<file path="config.mk">
export PLATFORM = sky130hd
export DESIGN_NAME = feedforward_peak_compressor_flat
export DESIGN_NICKNAME = d
export VERILOG_FILES = /design/src/rtl/core/ffpc_pkg.sv /design/src/rtl/core/ffpc_req_if.sv /design/src/rtl/core/ffpc_rsp_if.sv /design/src/rtl/core/feedforward_peak_compressor.sv /design/src/rtl/core/ffpc_ctrl.sv /design/src/rtl/core/ffpc_dp.sv /design/src/flat_wrapper.sv
export SDC_FILE = /design/constraint.sdc
export NUM_CORES = 2
export LEC_CHECK = 0
export BUFFER_PORTS_ARGS = -buffer_cell sky130_fd_sc_hd__buf_2
export CORE_MARGIN = 3
export CORE_UTILIZATION = 60
export DETAILED_ROUTE_END_ITERATION = 8
export GPL_ROUTABILITY_DRIVEN = 0
export PLACE_DENSITY_LB_ADDON = 0.05
export SYNTH_ARGS = -nofsm -noshare
export SYNTH_HDL_FRONTEND = slang
export SYNTH_HIERARCHICAL = 1
export SYNTH_SLANG_ARGS = --single-unit
</file>
<file path="constraint.sdc">
create_clock -name clock -period 36.9 [get_ports clock]
set_input_delay 7.38 -clock clock [delete_from_list [all_inputs] [get_ports clock]]
set_output_delay 7.38 -clock clock [all_outputs]
set_load 0.02 [all_outputs]
</file>
<file path="src/rtl/core/ffpc_pkg.sv">
// shared types, command codes and gain coefficient table of the peak compressor
package ffpc_pkg;

   localparam int SAMPLE_W = 24;
   localparam int FRAC_W   = 16;
   localparam int MANT_W   = 31;
   localparam int OPND_W   = 32;
   localparam int PROD_W   = 64;
   localparam int CMD_W    = 5;
   localparam int STEP_W   = 4;
   localparam int STEPS    = 16;

   localparam logic [CMD_W-1:0] CMD_NONE      = 5'd0;
   localparam logic [CMD_W-1:0] CMD_LOAD      = 5'd1;
   localparam logic [CMD_W-1:0] CMD_ENV_A     = 5'd2;
   localparam logic [CMD_W-1:0] CMD_ENV_B     = 5'd3;
   localparam logic [CMD_W-1:0] CMD_ENV_WR    = 5'd4;
   localparam logic [CMD_W-1:0] CMD_LOG_START = 5'd5;
   localparam logic [CMD_W-1:0] CMD_LOG_STEP  = 5'd6;
   localparam logic [CMD_W-1:0] CMD_LOG_SAVE  = 5'd7;
   localparam logic [CMD_W-1:0] CMD_N_MUL     = 5'd8;
   localparam logic [CMD_W-1:0] CMD_N_SAVE    = 5'd9;
   localparam logic [CMD_W-1:0] CMD_EXP_STEP  = 5'd10;
   localparam logic [CMD_W-1:0] CMD_GAIN      = 5'd11;
   localparam logic [CMD_W-1:0] CMD_UNITY     = 5'd12;
   localparam logic [CMD_W-1:0] CMD_WET1      = 5'd13;
   localparam logic [CMD_W-1:0] CMD_WET2      = 5'd14;
   localparam logic [CMD_W-1:0] CMD_MIX1      = 5'd15;
   localparam logic [CMD_W-1:0] CMD_MIX2      = 5'd16;
   localparam logic [CMD_W-1:0] CMD_OUT1      = 5'd17;
   localparam logic [CMD_W-1:0] CMD_RESULT    = 5'd18;
   localparam logic [CMD_W-1:0] CMD_BYPASS    = 5'd19;

   typedef struct packed {
      logic [CMD_W-1:0]  op;
      logic              log_thr;
      logic [STEP_W-1:0] idx;
   } cmd_type;

   typedef struct packed {
      logic compress;
      logic out_free;
   } stat_type;

   typedef struct packed {
      logic [23:0] thr;
      logic [16:0] slope;
      logic [23:0] att;
      logic [23:0] rel;
      logic [20:0] makeup;
      logic [16:0] wet;
      logic [18:0] og;
      logic        byp;
   } cfg_type;

   typedef logic [MANT_W-1:0] coef_tab_type [STEPS];

   // c(i) = floor(sqrt(c(i-1) * 2^30)), starting from one half
   function automatic coef_tab_type make_coef_table();
      coef_tab_type t;
      logic [63:0]  c;
      logic [63:0]  v;
      logic [63:0]  r;
      logic [63:0]  b;
      c = 64'd1 << 29;
      for (int i = 0; i < STEPS; i++) begin
         v = c << 30;
         r = 64'd0;
         b = 64'd1 << 62;
         for (int j = 0; j < 32; j++) begin
            if (v >= r + b) begin
               v = v - (r + b);
               r = (r >> 1) + b;
            end else begin
               r = r >> 1;
            end
            b = b >> 2;
         end
         c = r;
         t[i] = c[MANT_W-1:0];
      end
      return t;
   endfunction

   localparam coef_tab_type EXP_COEF = make_coef_table();

endpackage

</file>
<file path="src/rtl/core/ffpc_req_if.sv">
// input channel: sample and channel tag with valid/ready
interface ffpc_req_if;
   logic               valid;
   logic               ready;
   logic signed [23:0] sample_in;
   logic               channel;
   modport source (output valid, sample_in, channel, input ready);
   modport sink (input valid, sample_in, channel, output ready);
endinterface

</file>
<file path="src/rtl/core/ffpc_rsp_if.sv">
// result channel: processed sample and channel tag with valid/ready
interface ffpc_rsp_if;
   logic               valid;
   logic               ready;
   logic signed [23:0] sample_out;
   logic               channel_out;
   modport source (output valid, sample_out, channel_out, input ready);
   modport sink (input valid, sample_out, channel_out, output ready);
endinterface

</file>
<file path="src/rtl/core/feedforward_peak_compressor.sv">
// top level: register file, sequencer and datapath of the peak compressor
//
//   port     dir    handshake          beat
//   req_bus  sink   valid/ready        sample_in, channel
//   rsp_bus  source valid/ready        sample_out, channel_out
//   csr_*    in     csr_we, no stall   csr_index, csr_wdata
//
// a sample goes from acceptance through the envelope update and unity gain to the output
// register with no gain reduction; when the envelope is above threshold, two log2 squaring
// loops and an exp2 product loop replace unity gain, all on the one 32x32 multiplier;
// one sample in flight; the output register holds a finished beat while the next is accepted
// a stalled rsp_bus holds the sequencer in its last step; synchronous reset clears envelopes
module feedforward_peak_compressor #(
   parameter int CHANNELS = 2
) (
   input  logic        clock,
   input  logic        reset,
   ffpc_req_if.sink    req_bus,
   ffpc_rsp_if.source  rsp_bus,
   input  logic        csr_we,
   input  logic [2:0]  csr_index,
   input  logic [23:0] csr_wdata
);

   localparam logic [2:0] CSR_THRESHOLD = 3'd0;
   localparam logic [2:0] CSR_SLOPE     = 3'd1;
   localparam logic [2:0] CSR_ATTACK    = 3'd2;
   localparam logic [2:0] CSR_RELEASE   = 3'd3;
   localparam logic [2:0] CSR_MAKEUP    = 3'd4;
   localparam logic [2:0] CSR_WET       = 3'd5;
   localparam logic [2:0] CSR_OUT_GAIN  = 3'd6;
   localparam logic [2:0] CSR_BYPASS    = 3'd7;

   ffpc_pkg::cfg_type  cfg_ff, cfg_in;
   ffpc_pkg::cmd_type  cmd;
   ffpc_pkg::stat_type stat;
   logic [23:0]        out_sample;

   always_comb begin
      cfg_in = cfg_ff;
      if (csr_we) begin
         unique case (csr_index)
            CSR_THRESHOLD: cfg_in.thr    = csr_wdata;
            CSR_SLOPE:     cfg_in.slope  = csr_wdata[16:0];
            CSR_ATTACK:    cfg_in.att    = csr_wdata;
            CSR_RELEASE:   cfg_in.rel    = csr_wdata;
            CSR_MAKEUP:    cfg_in.makeup = csr_wdata[20:0];
            CSR_WET:       cfg_in.wet    = csr_wdata[16:0];
            CSR_OUT_GAIN:  cfg_in.og     = csr_wdata[18:0];
            CSR_BYPASS:    cfg_in.byp    = csr_wdata[0];
            default: begin
            end
         endcase
      end
   end

   always_ff @(posedge clock) begin
      if (reset) begin
         cfg_ff.thr    <= 24'd1056069;
         cfg_ff.slope  <= 17'h14000;
         cfg_ff.att    <= 24'd16748107;
         cfg_ff.rel    <= 24'd16775032;
         cfg_ff.makeup <= 21'd103870;
         cfg_ff.wet    <= 17'd65536;
         cfg_ff.og     <= 19'd65536;
         cfg_ff.byp    <= 1'b0;
      end else begin
         cfg_ff <= cfg_in;
      end
   end

   ffpc_ctrl u_ctrl (
      .clock     (clock),
      .reset     (reset),
      .req_valid (req_bus.valid),
      .byp       (cfg_ff.byp),
      .stat      (stat),
      .cmd       (cmd),
      .req_ready (req_bus.ready)
   );

   ffpc_dp #(
      .CHANNELS (CHANNELS)
   ) u_dp (
      .clock       (clock),
      .reset       (reset),
      .cmd         (cmd),
      .cfg         (cfg_ff),
      .in_sample   (req_bus.sample_in),
      .in_channel  (req_bus.channel),
      .out_ready   (rsp_bus.ready),
      .stat        (stat),
      .out_valid   (rsp_bus.valid),
      .out_sample  (out_sample),
      .out_channel (rsp_bus.channel_out)
   );

   assign rsp_bus.sample_out = out_sample;

endmodule

</file>
<file path="src/rtl/core/ffpc_ctrl.sv">
// sequencer issuing one datapath command per cycle, holding its last step while the output register is not free
module ffpc_ctrl (
   input  logic               clock,
   input  logic               reset,
   input  logic               req_valid,
   input  logic               byp,
   input  ffpc_pkg::stat_type stat,
   output ffpc_pkg::cmd_type  cmd,
   output logic               req_ready
);

   localparam logic [4:0] S_IDLE   = 5'd0;
   localparam logic [4:0] S_ENV_A  = 5'd1;
   localparam logic [4:0] S_ENV_B  = 5'd2;
   localparam logic [4:0] S_ENV_WR = 5'd3;
   localparam logic [4:0] S_LOG_E  = 5'd4;
   localparam logic [4:0] S_LOG_T  = 5'd5;
   localparam logic [4:0] S_N_MUL  = 5'd6;
   localparam logic [4:0] S_N_SAVE = 5'd7;
   localparam logic [4:0] S_EXP    = 5'd8;
   localparam logic [4:0] S_GAIN   = 5'd9;
   localparam logic [4:0] S_UNITY  = 5'd10;
   localparam logic [4:0] S_WET1   = 5'd11;
   localparam logic [4:0] S_WET2   = 5'd12;
   localparam logic [4:0] S_MIX1   = 5'd13;
   localparam logic [4:0] S_MIX2   = 5'd14;
   localparam logic [4:0] S_OUT1   = 5'd15;
   localparam logic [4:0] S_RESULT = 5'd16;
   localparam logic [4:0] S_BYPASS = 5'd17;

   localparam logic [4:0] LOG_LAST = 5'(ffpc_pkg::STEPS);
   localparam logic [4:0] EXP_LAST = 5'(ffpc_pkg::STEPS - 1);

   logic [4:0] state_ff, state_in;
   logic [4:0] cnt_ff, cnt_in;

   assign req_ready = (state_ff == S_IDLE);

   always_comb begin
      state_in    = state_ff;
      cnt_in      = cnt_ff;
      cmd.op      = ffpc_pkg::CMD_NONE;
      cmd.log_thr = 1'b0;
      cmd.idx     = cnt_ff[ffpc_pkg::STEP_W-1:0];
      unique case (state_ff) inside
         S_IDLE: begin
            if (req_valid) begin
               cmd.op   = ffpc_pkg::CMD_LOAD;
               state_in = byp ? S_BYPASS : S_ENV_A;
            end
         end
         S_ENV_A: begin
            cmd.op   = ffpc_pkg::CMD_ENV_A;
            state_in = S_ENV_B;
         end
         S_ENV_B: begin
            cmd.op   = ffpc_pkg::CMD_ENV_B;
            state_in = S_ENV_WR;
         end
         S_ENV_WR: begin
            cmd.op   = ffpc_pkg::CMD_ENV_WR;
            cnt_in   = 5'd0;
            state_in = stat.compress ? S_LOG_E : S_UNITY;
         end
         S_LOG_E, S_LOG_T: begin
            cmd.log_thr = (state_ff == S_LOG_T);
            if (cnt_ff == 5'd0) begin
               cmd.op = ffpc_pkg::CMD_LOG_START;
            end else if (cnt_ff == LOG_LAST) begin
               cmd.op = ffpc_pkg::CMD_LOG_SAVE;
            end else begin
               cmd.op = ffpc_pkg::CMD_LOG_STEP;
            end
            if (cnt_ff == LOG_LAST) begin
               cnt_in   = 5'd0;
               state_in = (state_ff == S_LOG_T) ? S_N_MUL : S_LOG_T;
            end else begin
               cnt_in = cnt_ff + 5'd1;
            end
         end
         S_N_MUL: begin
            cmd.op   = ffpc_pkg::CMD_N_MUL;
            state_in = S_N_SAVE;
         end
         S_N_SAVE: begin
            cmd.op   = ffpc_pkg::CMD_N_SAVE;
            cnt_in   = 5'd0;
            state_in = S_EXP;
         end
         S_EXP: begin
            cmd.op = ffpc_pkg::CMD_EXP_STEP;
            if (cnt_ff == EXP_LAST) begin
               state_in = S_GAIN;
            end else begin
               cnt_in = cnt_ff + 5'd1;
            end
         end
         S_GAIN: begin
            cmd.op   = ffpc_pkg::CMD_GAIN;
            state_in = S_WET1;
         end
         S_UNITY: begin
            cmd.op   = ffpc_pkg::CMD_UNITY;
            state_in = S_WET1;
         end
         S_WET1: begin
            cmd.op   = ffpc_pkg::CMD_WET1;
            state_in = S_WET2;
         end
         S_WET2: begin
            cmd.op   = ffpc_pkg::CMD_WET2;
            state_in = S_MIX1;
         end
         S_MIX1: begin
            cmd.op   = ffpc_pkg::CMD_MIX1;
            state_in = S_MIX2;
         end
         S_MIX2: begin
            cmd.op   = ffpc_pkg::CMD_MIX2;
            state_in = S_OUT1;
         end
         S_OUT1: begin
            cmd.op   = ffpc_pkg::CMD_OUT1;
            state_in = S_RESULT;
         end
         S_RESULT: begin
            if (stat.out_free) begin
               cmd.op   = ffpc_pkg::CMD_RESULT;
               state_in = S_IDLE;
            end
         end
         S_BYPASS: begin
            if (stat.out_free) begin
               cmd.op   = ffpc_pkg::CMD_BYPASS;
               state_in = S_IDLE;
            end
         end
         default: begin
            state_in = S_IDLE;
         end
      endcase
   end

   always_ff @(posedge clock) begin
      if (reset) begin
         state_ff <= S_IDLE;
         cnt_ff   <= 5'd0;
      end else begin
         state_ff <= state_in;
         cnt_ff   <= cnt_in;
      end
   end

endmodule

</file>
<file path="src/rtl/core/ffpc_dp.sv">
// datapath: envelope store, shared multiplier, log/exp iteration and output register
module ffpc_dp #(
   parameter int CHANNELS = 2
) (
   input  logic               clock,
   input  logic               reset,
   input  ffpc_pkg::cmd_type  cmd,
   input  ffpc_pkg::cfg_type  cfg,
   input  logic [23:0]        in_sample,
   input  logic               in_channel,
   input  logic               out_ready,
   output ffpc_pkg::stat_type stat,
   output logic               out_valid,
   output logic [23:0]        out_sample,
   output logic               out_channel
);

   localparam int IW = (CHANNELS > 1) ? $clog2(CHANNELS) : 1;
   localparam logic [30:0] ONE_Q30 = 31'd1 << 30;

   logic [23:0] env_ff [CHANNELS];
   logic [23:0] env_in [CHANNELS];
   logic        outv_ff, outv_in;

   logic [23:0] raw_ff, raw_in;
   logic [23:0] xm_ff, xm_in;
   logic        neg_ff, neg_in;
   logic        chb_ff, chb_in;
   logic [23:0] envn_ff, envn_in;
   logic [63:0] prod_ff, prod_in;
   logic [15:0] fr_ff, fr_in;
   logic [4:0]  lp_ff, lp_in;
   logic [20:0] le_ff, le_in;
   logic [31:0] d_ff, d_in;
   logic [15:0] nf_ff, nf_in;
   logic        kbig_ff, kbig_in;
   logic [4:0]  ksh_ff, ksh_in;
   logic [30:0] acc_ff, acc_in;
   logic        app_ff, app_in;
   logic [30:0] g_ff, g_in;
   logic [27:0] wet_ff, wet_in;
   logic [23:0] outs_ff, outs_in;
   logic        outc_ff, outc_in;

   logic [IW-1:0] idx;
   logic [23:0]   env_cur;
   logic [23:0]   coef;
   logic [24:0]   inv_coef;
   logic [23:0]   env_nx;
   logic [23:0]   lv;
   logic [4:0]    lp;
   logic [30:0]   m0;
   logic [32:0]   sq;
   logic          sbit;
   logic [30:0]   msq;
   logic [15:0]   frn;
   logic [20:0]   lnew;
   logic [30:0]   ecur;
   logic [30:0]   mfin;
   logic [16:0]   smag;
   logic [16:0]   w;
   logic [16:0]   inv_w;
   logic [31:0]   ymag;
   logic [23:0]   ysat;
   logic [23:0]   xabs;
   logic [31:0]   op_a;
   logic [31:0]   op_b;
   logic [63:0]   addend;
   logic          mul_en;
   logic [63:0]   mul_res;

   assign idx      = (CHANNELS > 1) ? IW'(chb_ff) : '0;
   assign env_cur  = env_ff[idx];
   assign coef     = (xm_ff > env_cur) ? cfg.att : cfg.rel;
   assign inv_coef = (25'd1 << 24) - {1'b0, coef};
   assign env_nx   = prod_ff[47:24];

   assign stat.compress = (env_nx > cfg.thr) && (env_nx != 24'd0) && cfg.slope[16];
   assign stat.out_free = !outv_ff || out_ready;

   // log2 front end: top set bit and normalized mantissa
   assign lv = cmd.log_thr ? ((cfg.thr == 24'd0) ? 24'd1 : cfg.thr) : envn_ff;

   always_comb begin
      lp = 5'd0;
      for (int b = 0; b < 24; b++) begin
         if (lv[b]) begin
            lp = 5'(b);
         end
      end
   end

   assign m0   = 31'({7'd0, lv} << (5'd30 - lp));
   assign sq   = prod_ff[62:30];
   assign sbit = sq[31];
   assign msq  = sbit ? sq[31:1] : sq[30:0];
   assign frn  = {fr_ff[14:0], sbit};
   assign lnew = {lp_ff, frn};

   assign ecur = (cmd.idx == '0) ? ONE_Q30 : (app_ff ? prod_ff[60:30] : acc_ff);
   assign mfin = app_ff ? prod_ff[60:30] : acc_ff;

   assign smag  = 17'd0 - cfg.slope;
   assign w     = (cfg.wet > 17'd65536) ? 17'd65536 : cfg.wet;
   assign inv_w = 17'd65536 - w;

   assign ymag = prod_ff[47:16];
   always_comb begin
      if (neg_ff) begin
         ysat = (ymag > 32'd8388608) ? 24'h800000 : 24'(24'd0 - ymag[23:0]);
      end else begin
         ysat = (ymag > 32'd8388607) ? 24'h7fffff : ymag[23:0];
      end
   end

   assign xabs = in_sample[23] ? 24'(24'd0 - in_sample) : in_sample;

   // shared multiplier operand selection
   always_comb begin
      op_a   = 32'd0;
      op_b   = 32'd0;
      addend = 64'd0;
      mul_en = 1'b1;
      case (cmd.op)
         ffpc_pkg::CMD_ENV_A: begin
            op_a   = 32'(xm_ff);
            op_b   = 32'(inv_coef);
            addend = 64'd1 << 23;
         end
         ffpc_pkg::CMD_ENV_B: begin
            op_a   = 32'(env_cur);
            op_b   = 32'(coef);
            addend = prod_ff;
         end
         ffpc_pkg::CMD_LOG_START: begin
            op_a = 32'(m0);
            op_b = 32'(m0);
         end
         ffpc_pkg::CMD_LOG_STEP: begin
            op_a = 32'(msq);
            op_b = 32'(msq);
         end
         ffpc_pkg::CMD_N_MUL: begin
            op_a   = 32'(smag);
            op_b   = d_ff;
            addend = 64'd1 << 15;
         end
         ffpc_pkg::CMD_EXP_STEP: begin
            op_a   = 32'(ecur);
            op_b   = 32'(ffpc_pkg::EXP_COEF[cmd.idx]);
            addend = 64'd1 << 29;
         end
         ffpc_pkg::CMD_WET1: begin
            op_a   = 32'(xm_ff);
            op_b   = 32'(g_ff);
            addend = 64'd1 << 29;
         end
         ffpc_pkg::CMD_WET2: begin
            op_a   = 32'(prod_ff[53:30]);
            op_b   = 32'(cfg.makeup);
            addend = 64'd1 << 15;
         end
         ffpc_pkg::CMD_MIX1: begin
            op_a   = 32'(xm_ff);
            op_b   = 32'(inv_w);
            addend = 64'd1 << 15;
         end
         ffpc_pkg::CMD_MIX2: begin
            op_a   = 32'(wet_ff);
            op_b   = 32'(w);
            addend = prod_ff;
         end
         ffpc_pkg::CMD_OUT1: begin
            op_a   = 32'(prod_ff[44:16]);
            op_b   = 32'(cfg.og);
            addend = 64'd1 << 15;
         end
         default: begin
            mul_en = 1'b0;
         end
      endcase
   end

   assign mul_res = {32'd0, op_a} * {32'd0, op_b} + addend;

   always_comb begin
      env_in  = env_ff;
      outv_in = outv_ff && !out_ready;
      raw_in  = raw_ff;
      xm_in   = xm_ff;
      neg_in  = neg_ff;
      chb_in  = chb_ff;
      envn_in = envn_ff;
      prod_in = mul_en ? mul_res : prod_ff;
      fr_in   = fr_ff;
      lp_in   = lp_ff;
      le_in   = le_ff;
      d_in    = d_ff;
      nf_in   = nf_ff;
      kbig_in = kbig_ff;
      ksh_in  = ksh_ff;
      acc_in  = acc_ff;
      app_in  = app_ff;
      g_in    = g_ff;
      wet_in  = wet_ff;
      outs_in = outs_ff;
      outc_in = outc_ff;
      case (cmd.op)
         ffpc_pkg::CMD_LOAD: begin
            raw_in = in_sample;
            xm_in  = xabs;
            neg_in = in_sample[23];
            chb_in = in_channel;
         end
         ffpc_pkg::CMD_ENV_WR: begin
            env_in[idx] = env_nx;
            envn_in     = env_nx;
         end
         ffpc_pkg::CMD_LOG_START: begin
            lp_in = lp;
            fr_in = 16'd0;
         end
         ffpc_pkg::CMD_LOG_STEP: begin
            fr_in = frn;
         end
         ffpc_pkg::CMD_LOG_SAVE: begin
            if (cmd.log_thr) begin
               d_in = {11'd0, le_ff} - {11'd0, lnew};
            end else begin
               le_in = lnew;
            end
         end
         ffpc_pkg::CMD_N_SAVE: begin
            nf_in   = prod_ff[31:16];
            kbig_in = (prod_ff[48:32] >= 17'd31);
            ksh_in  = prod_ff[36:32];
         end
         ffpc_pkg::CMD_EXP_STEP: begin
            acc_in = ecur;
            app_in = nf_ff[4'd15 - cmd.idx];
         end
         ffpc_pkg::CMD_GAIN: begin
            g_in = kbig_ff ? 31'd0 : (mfin >> ksh_ff);
         end
         ffpc_pkg::CMD_UNITY: begin
            g_in = ONE_Q30;
         end
         ffpc_pkg::CMD_MIX1: begin
            wet_in = prod_ff[43:16];
         end
         ffpc_pkg::CMD_RESULT: begin
            outs_in = ysat;
            outc_in = chb_ff;
            outv_in = 1'b1;
         end
         ffpc_pkg::CMD_BYPASS: begin
            outs_in = raw_ff;
            outc_in = chb_ff;
            outv_in = 1'b1;
         end
         default: begin
         end
      endcase
   end

   always_ff @(posedge clock) begin
      if (reset) begin
         for (int i = 0; i < CHANNELS; i++) begin
            env_ff[i] <= 24'd0;
         end
         outv_ff <= 1'b0;
      end else begin
         env_ff  <= env_in;
         outv_ff <= outv_in;
      end
   end

   always_ff @(posedge clock) begin
      raw_ff  <= raw_in;
      xm_ff   <= xm_in;
      neg_ff  <= neg_in;
      chb_ff  <= chb_in;
      envn_ff <= envn_in;
      prod_ff <= prod_in;
      fr_ff   <= fr_in;
      lp_ff   <= lp_in;
      le_ff   <= le_in;
      d_ff    <= d_in;
      nf_ff   <= nf_in;
      kbig_ff <= kbig_in;
      ksh_ff  <= ksh_in;
      acc_ff  <= acc_in;
      app_ff  <= app_in;
      g_ff    <= g_in;
      wet_ff  <= wet_in;
      outs_ff <= outs_in;
      outc_ff <= outc_in;
   end

   assign out_valid   = outv_ff;
   assign out_sample  = outs_ff;
   assign out_channel = outc_ff;

endmodule
</file>
<file path="src/flat_wrapper.sv">
// flat-port wrapper written by rule: the top's interface ports become plain ports
module feedforward_peak_compressor_flat 
#(
   parameter int CHANNELS = 2
)
  (clock, reset, csr_we, csr_index, csr_wdata, req_bus_valid, req_bus_sample_in, req_bus_channel, req_bus_ready, rsp_bus_valid, rsp_bus_sample_out, rsp_bus_channel_out, rsp_bus_ready);
  ffpc_req_if req_bus_i ();
  ffpc_rsp_if rsp_bus_i ();
  input  logic clock;
  input  logic reset;
  input  logic csr_we;
  input  logic [2:0] csr_index;
  input  logic [23:0] csr_wdata;
  input wire logic [$bits(req_bus_i.valid)-1:0] req_bus_valid;
  input wire logic [$bits(req_bus_i.sample_in)-1:0] req_bus_sample_in;
  input wire logic [$bits(req_bus_i.channel)-1:0] req_bus_channel;
  output wire logic [$bits(req_bus_i.ready)-1:0] req_bus_ready;
  output wire logic [$bits(rsp_bus_i.valid)-1:0] rsp_bus_valid;
  output wire logic [$bits(rsp_bus_i.sample_out)-1:0] rsp_bus_sample_out;
  output wire logic [$bits(rsp_bus_i.channel_out)-1:0] rsp_bus_channel_out;
  input wire logic [$bits(rsp_bus_i.ready)-1:0] rsp_bus_ready;
  assign req_bus_i.valid = req_bus_valid;
  assign req_bus_i.sample_in = req_bus_sample_in;
  assign req_bus_i.channel = req_bus_channel;
  assign req_bus_ready = req_bus_i.ready;
  assign rsp_bus_valid = rsp_bus_i.valid;
  assign rsp_bus_sample_out = rsp_bus_i.sample_out;
  assign rsp_bus_channel_out = rsp_bus_i.channel_out;
  assign rsp_bus_i.ready = rsp_bus_ready;
  feedforward_peak_compressor #(.CHANNELS(CHANNELS)) u_core (.clock(clock), .reset(reset), .req_bus(req_bus_i), .rsp_bus(rsp_bus_i), .csr_we(csr_we), .csr_index(csr_index), .csr_wdata(csr_wdata));
endmodule
</file>
==> impl_metrics.json <==
{
  "tns_ns": 0,
  "grt_overflow": 0,
  "finalHoldViolCount": 0,
  "grt_start_max_net_pins": 101,
  "clock_latency_ns": 0.69,
  "grt_pass1_wl_um": 349000,
  "critPathCaptureType": "flip-flop",
  "min_path_type": "flip-flop to flip-flop",
  "async_flop_share_pct": 0,
  "worstMarginPinSlew_ns": 1.48,
  "yosys_warnings": 6,
  "cp_slowest_stage_delay_ns": 0.96,
  "wl_um": 236000,
  "r2r_start": "u_core/u_ctrl/state_ff[2]",
  "vias": 54200,
  "gr-usage-all-layers_pct": 42.1,
  "drtIter0Drc": 7169,
  "cts_resized": 0,
  "ys_ff_latch": 541,
  "violations": "design-rule violations, max-capacitance violations",
  "synth-adder-area-share_pct": 34.5,
  "dp_hpwl_um": 174000,
  "dpl-instance-area_um2": 67500,
  "crit_start": "rsp_bus_ready",
  "status": "finished, violations left",
  "static-leakage-power_uw": 0.0317,
  "syn_area_um2": 65400,
  "synth_xor_area_share_pct": 2.08,
  "syn2layout_area_growth_pct": 6.50,
  "crit_path_start_kind": "primary input",
  "crit_top_cell": "inv_1",
  "die_area_um2": 113000,
  "fin_area_um2": 69600,
  "synth_mux_area_share_pct": 6.83,
  "clk_pin_slew_worst_paths_ns": 0.07,
  "postRouteAntennaNets": 0,
  "synth_cell_types": 116,
  "portBuffers": 83,
  "synth_ff_type": "edfxtp_1",
  "nets": 8293,
  "setup_viol": 0,
  "synth-edff-count": 335,
  "use_met3_pct": 14.3,
  "die_w_um": 336,
  "crit_fanout": 52,
  "endpoint": "u_core/u_dp/prod_ff[60]",
  "use_met1_pct": 55.8,
  "synth_compound_area_share_pct": 9.61,
  "post_cts_buffers": 0,
  "rsz0062_at_grt": "no",
  "fin_crit_sh_pct": 54.8,
  "maxCapViolations": 1,
  "critPathSlowestCell": "a2111oi_1",
  "postCtsHoldBufs": 0,
  "cts_tree": "done",
  "power_density_nw_per_um2": 55.7,
  "required_ns": 37.32,
  "critPathKind": "primary input to flip-flop",
  "layout-drive-gt1-share_pct": 8.62,
  "r2r_end": "u_core/u_dp/prod_ff[60]",
  "yosys.area_share.simple_pct": 15.9,
  "drt_pass1_iterations": 9,
  "ir_drop_v": 0.0000604,
  "htree_levels": 2,
  "syn-instance-count": 7070,
  "fin_cells": 8454,
  "max_freq_mhz": 49.5,
  "ff2ff_path_depth": 43,
  "placement_rows": 120,
  "avgRoutedWirePerCell_um": 28.0,
  "yosysSeqAreaShare_pct": 21.7,
  "antenna_found_initial": 15,
  "cts-buffers-inserted": 60,
  "clock-sinks": 541,
  "finalClockSkew_ns": 0.0363,
  "grt.busiest_layer": "met2",
  "avgSynthCellArea_um2": 9.25,
  "dp_cells": 8330,
  "fin_crit_ns": 20.21,
  "power.total_uw": 3880,
  "critPathArrivalTime_ns": 20.63,
  "start_util_pct": 60.7,
  "route.detailed.drc": 29,
  "synth_top_family_by_area": "adder cells",
  "root_buffer": "clkbuf_16",
  "die_height_um": 336,
  "max-clock-path-buffers": 3,
  "grt_pass1_vias": 54100,
  "final_max_slew_viol_count": 0,
  "rrSetupSlack_ns": 20.42,
  "core_area_um2": 108000,
  "viasPerCell": 6.41,
  "grtUsageMet2_pct": 60.2,
  "slew_headroom_pct": 1.46,
  "io_pins": 84
}
-- kinds of logic (layout without fill, tap and decap cells) --
kind of cell	count (synthesis)	count (layout)
and+or+nand+nor	2257	2257
buffers and inverters	1557	1517
adders and majority gates	1247	1247
AOI/OAI and AO/OA	915	915
DFF	541	541
muxes	401	401
xor gates and xnor gates	150	150
other	2	23
-- power by group --
part           internal, µW  switching, µW
clock                   364            280
combinational           760           1600
sequential              772            104
total                  1900           1990
-- cell usage in the layout (no fill, tap or decap), types with 26 or more instances in the layout --
master / instances
a22oi_1: 28
nor2b_1: 81
clkbuf_16: 64
a21oi_1: 244
xor2_1: 45
o22ai_1: 32
nor2_1: 831
a21o_1: 54
nand2b_1: 254
nand3_1: 54
or2_2: 40
mux4_2: 31
and2_1: 36
buf_4: 174
a31oi_1: 36
or3_1: 32
dfxtp_1: 206
buf_2: 82
inv_1: 1139
ha_1: 321
fa_1: 926
edfxtp_1: 335
nand2_1: 650
mux2i_1: 321
nor4_1: 26
o21ai_0: 170
nor3_1: 84
mux2_2: 47
xnor2_1: 101
-- worst min path at each step --
stage	from	endpoint	slack, ns	cells past startpoint
4_1_cts	u_core/u_dp/fr_ff[11]	u_core/u_dp/le_ff[12]	0.45	0
3_3_place_gp	u_core/u_dp/fr_ff[9]	u_core/u_dp/le_ff[10]	0.43	0
2_1_floorplan	u_core/u_dp/chb_ff	u_core/u_dp/out_channel	0.42	0
6_report	u_core/u_dp/fr_ff[11]	u_core/u_dp/le_ff[12]	0.45	0
3_5_place_dp	u_core/u_dp/fr_ff[3]	u_core/u_dp/le_ff[4]	0.44	0
5_1_grt	u_core/u_dp/env_ff[35]	u_core/u_dp/env_ff[35]	0.47	2
-- layout make-up --
type | count | area, µm²
Multi-Input combinational cell | 4983 | 45500
Clock buffer | 74 | 1690
Fill cell | 9022 | 38000
Timing Repair Buffer | 257 | 1730
Antenna cell | 10 | 25.0
Inverter | 1146 | 4310
Tap cell | 1403 | 1760
Sequential cell | 541 | 14200
Clock inverter | 40 | 410
-- cell usage after synthesis (54+ instances only) --
cell type / number / area [µm²]
nand2b_1: 254 / 1590
nand3_1: 55 / 275
edfxtp_1: 335 / 10100
mux2i_1: 321 / 3210
o21ai_0: 170 / 851
buf_2: 73 / 365
clkbuf_1: 280 / 1050
fa_1: 926 / 18500
a21oi_1: 248 / 1240
nor3_1: 90 / 450
nor2b_1: 82 / 513
ha_1: 321 / 4020
xnor2_1: 102 / 893
inv_1: 1140 / 4280
nand2_1: 651 / 2440
a21o_1: 54 / 405
nor2_1: 844 / 3170
dfxtp_1: 206 / 4120
-- per-layer routing --
metal	routed length [µm]	up-vias
met2	97700	3663
met4	16900	24
li1	-	22700
met5	499	-
met3	33500	914
met1	87700	26900
-- worst max-delay path, delay by kind of cell --
family / cells / cell delay (ns)
adder cells (fa/ha/maj): 9 / 3.43
AO/OA/AOI/OAI: 14 / 5.58
buffers and inverters: 12 / 2.09
AND/OR/NAND/NOR: 9 / 1.97
XOR/XNOR: 1 / 0.10
-- metrics by stage --
| stage | worst slack, ns | utilization [%] | hold slack [ns] |
|---|---|---|---|
| after floorplan | 18.66 | - | 0.424 |
| after global placement | 16.44 | 62.7 | 0.430 |
| after detailed placement | 16.22 | 62.7 | 0.437 |
| after CTS | 16.88 | 64.7 | 0.451 |
| after global routing | 16.33 | 64.7 | 0.465 |
| final | 16.69 | 64.7 | 0.452 |
-- registers in the layout (all words and copies together) (netlist names), 15 cells and up --
| signal | cells |
|---|---|
| u_core/cfg_ff | 147 |
| u_core/u_dp/acc_ff | 31 |
| u_core/u_dp/d_ff | 22 |
| u_core/u_dp/env_ff | 48 |
| u_core/u_dp/envn_ff | 24 |
| u_core/u_dp/fr_ff | 15 |
| u_core/u_dp/g_ff | 31 |
| u_core/u_dp/le_ff | 21 |
| u_core/u_dp/nf_ff | 16 |
| u_core/u_dp/out_sample | 24 |
| u_core/u_dp/prod_ff | 62 |
| u_core/u_dp/raw_ff | 24 |
| u_core/u_dp/wet_ff | 28 |
| u_core/u_dp/xm_ff | 23 |
Note: power is estimated with default switching activity, not from simulation.
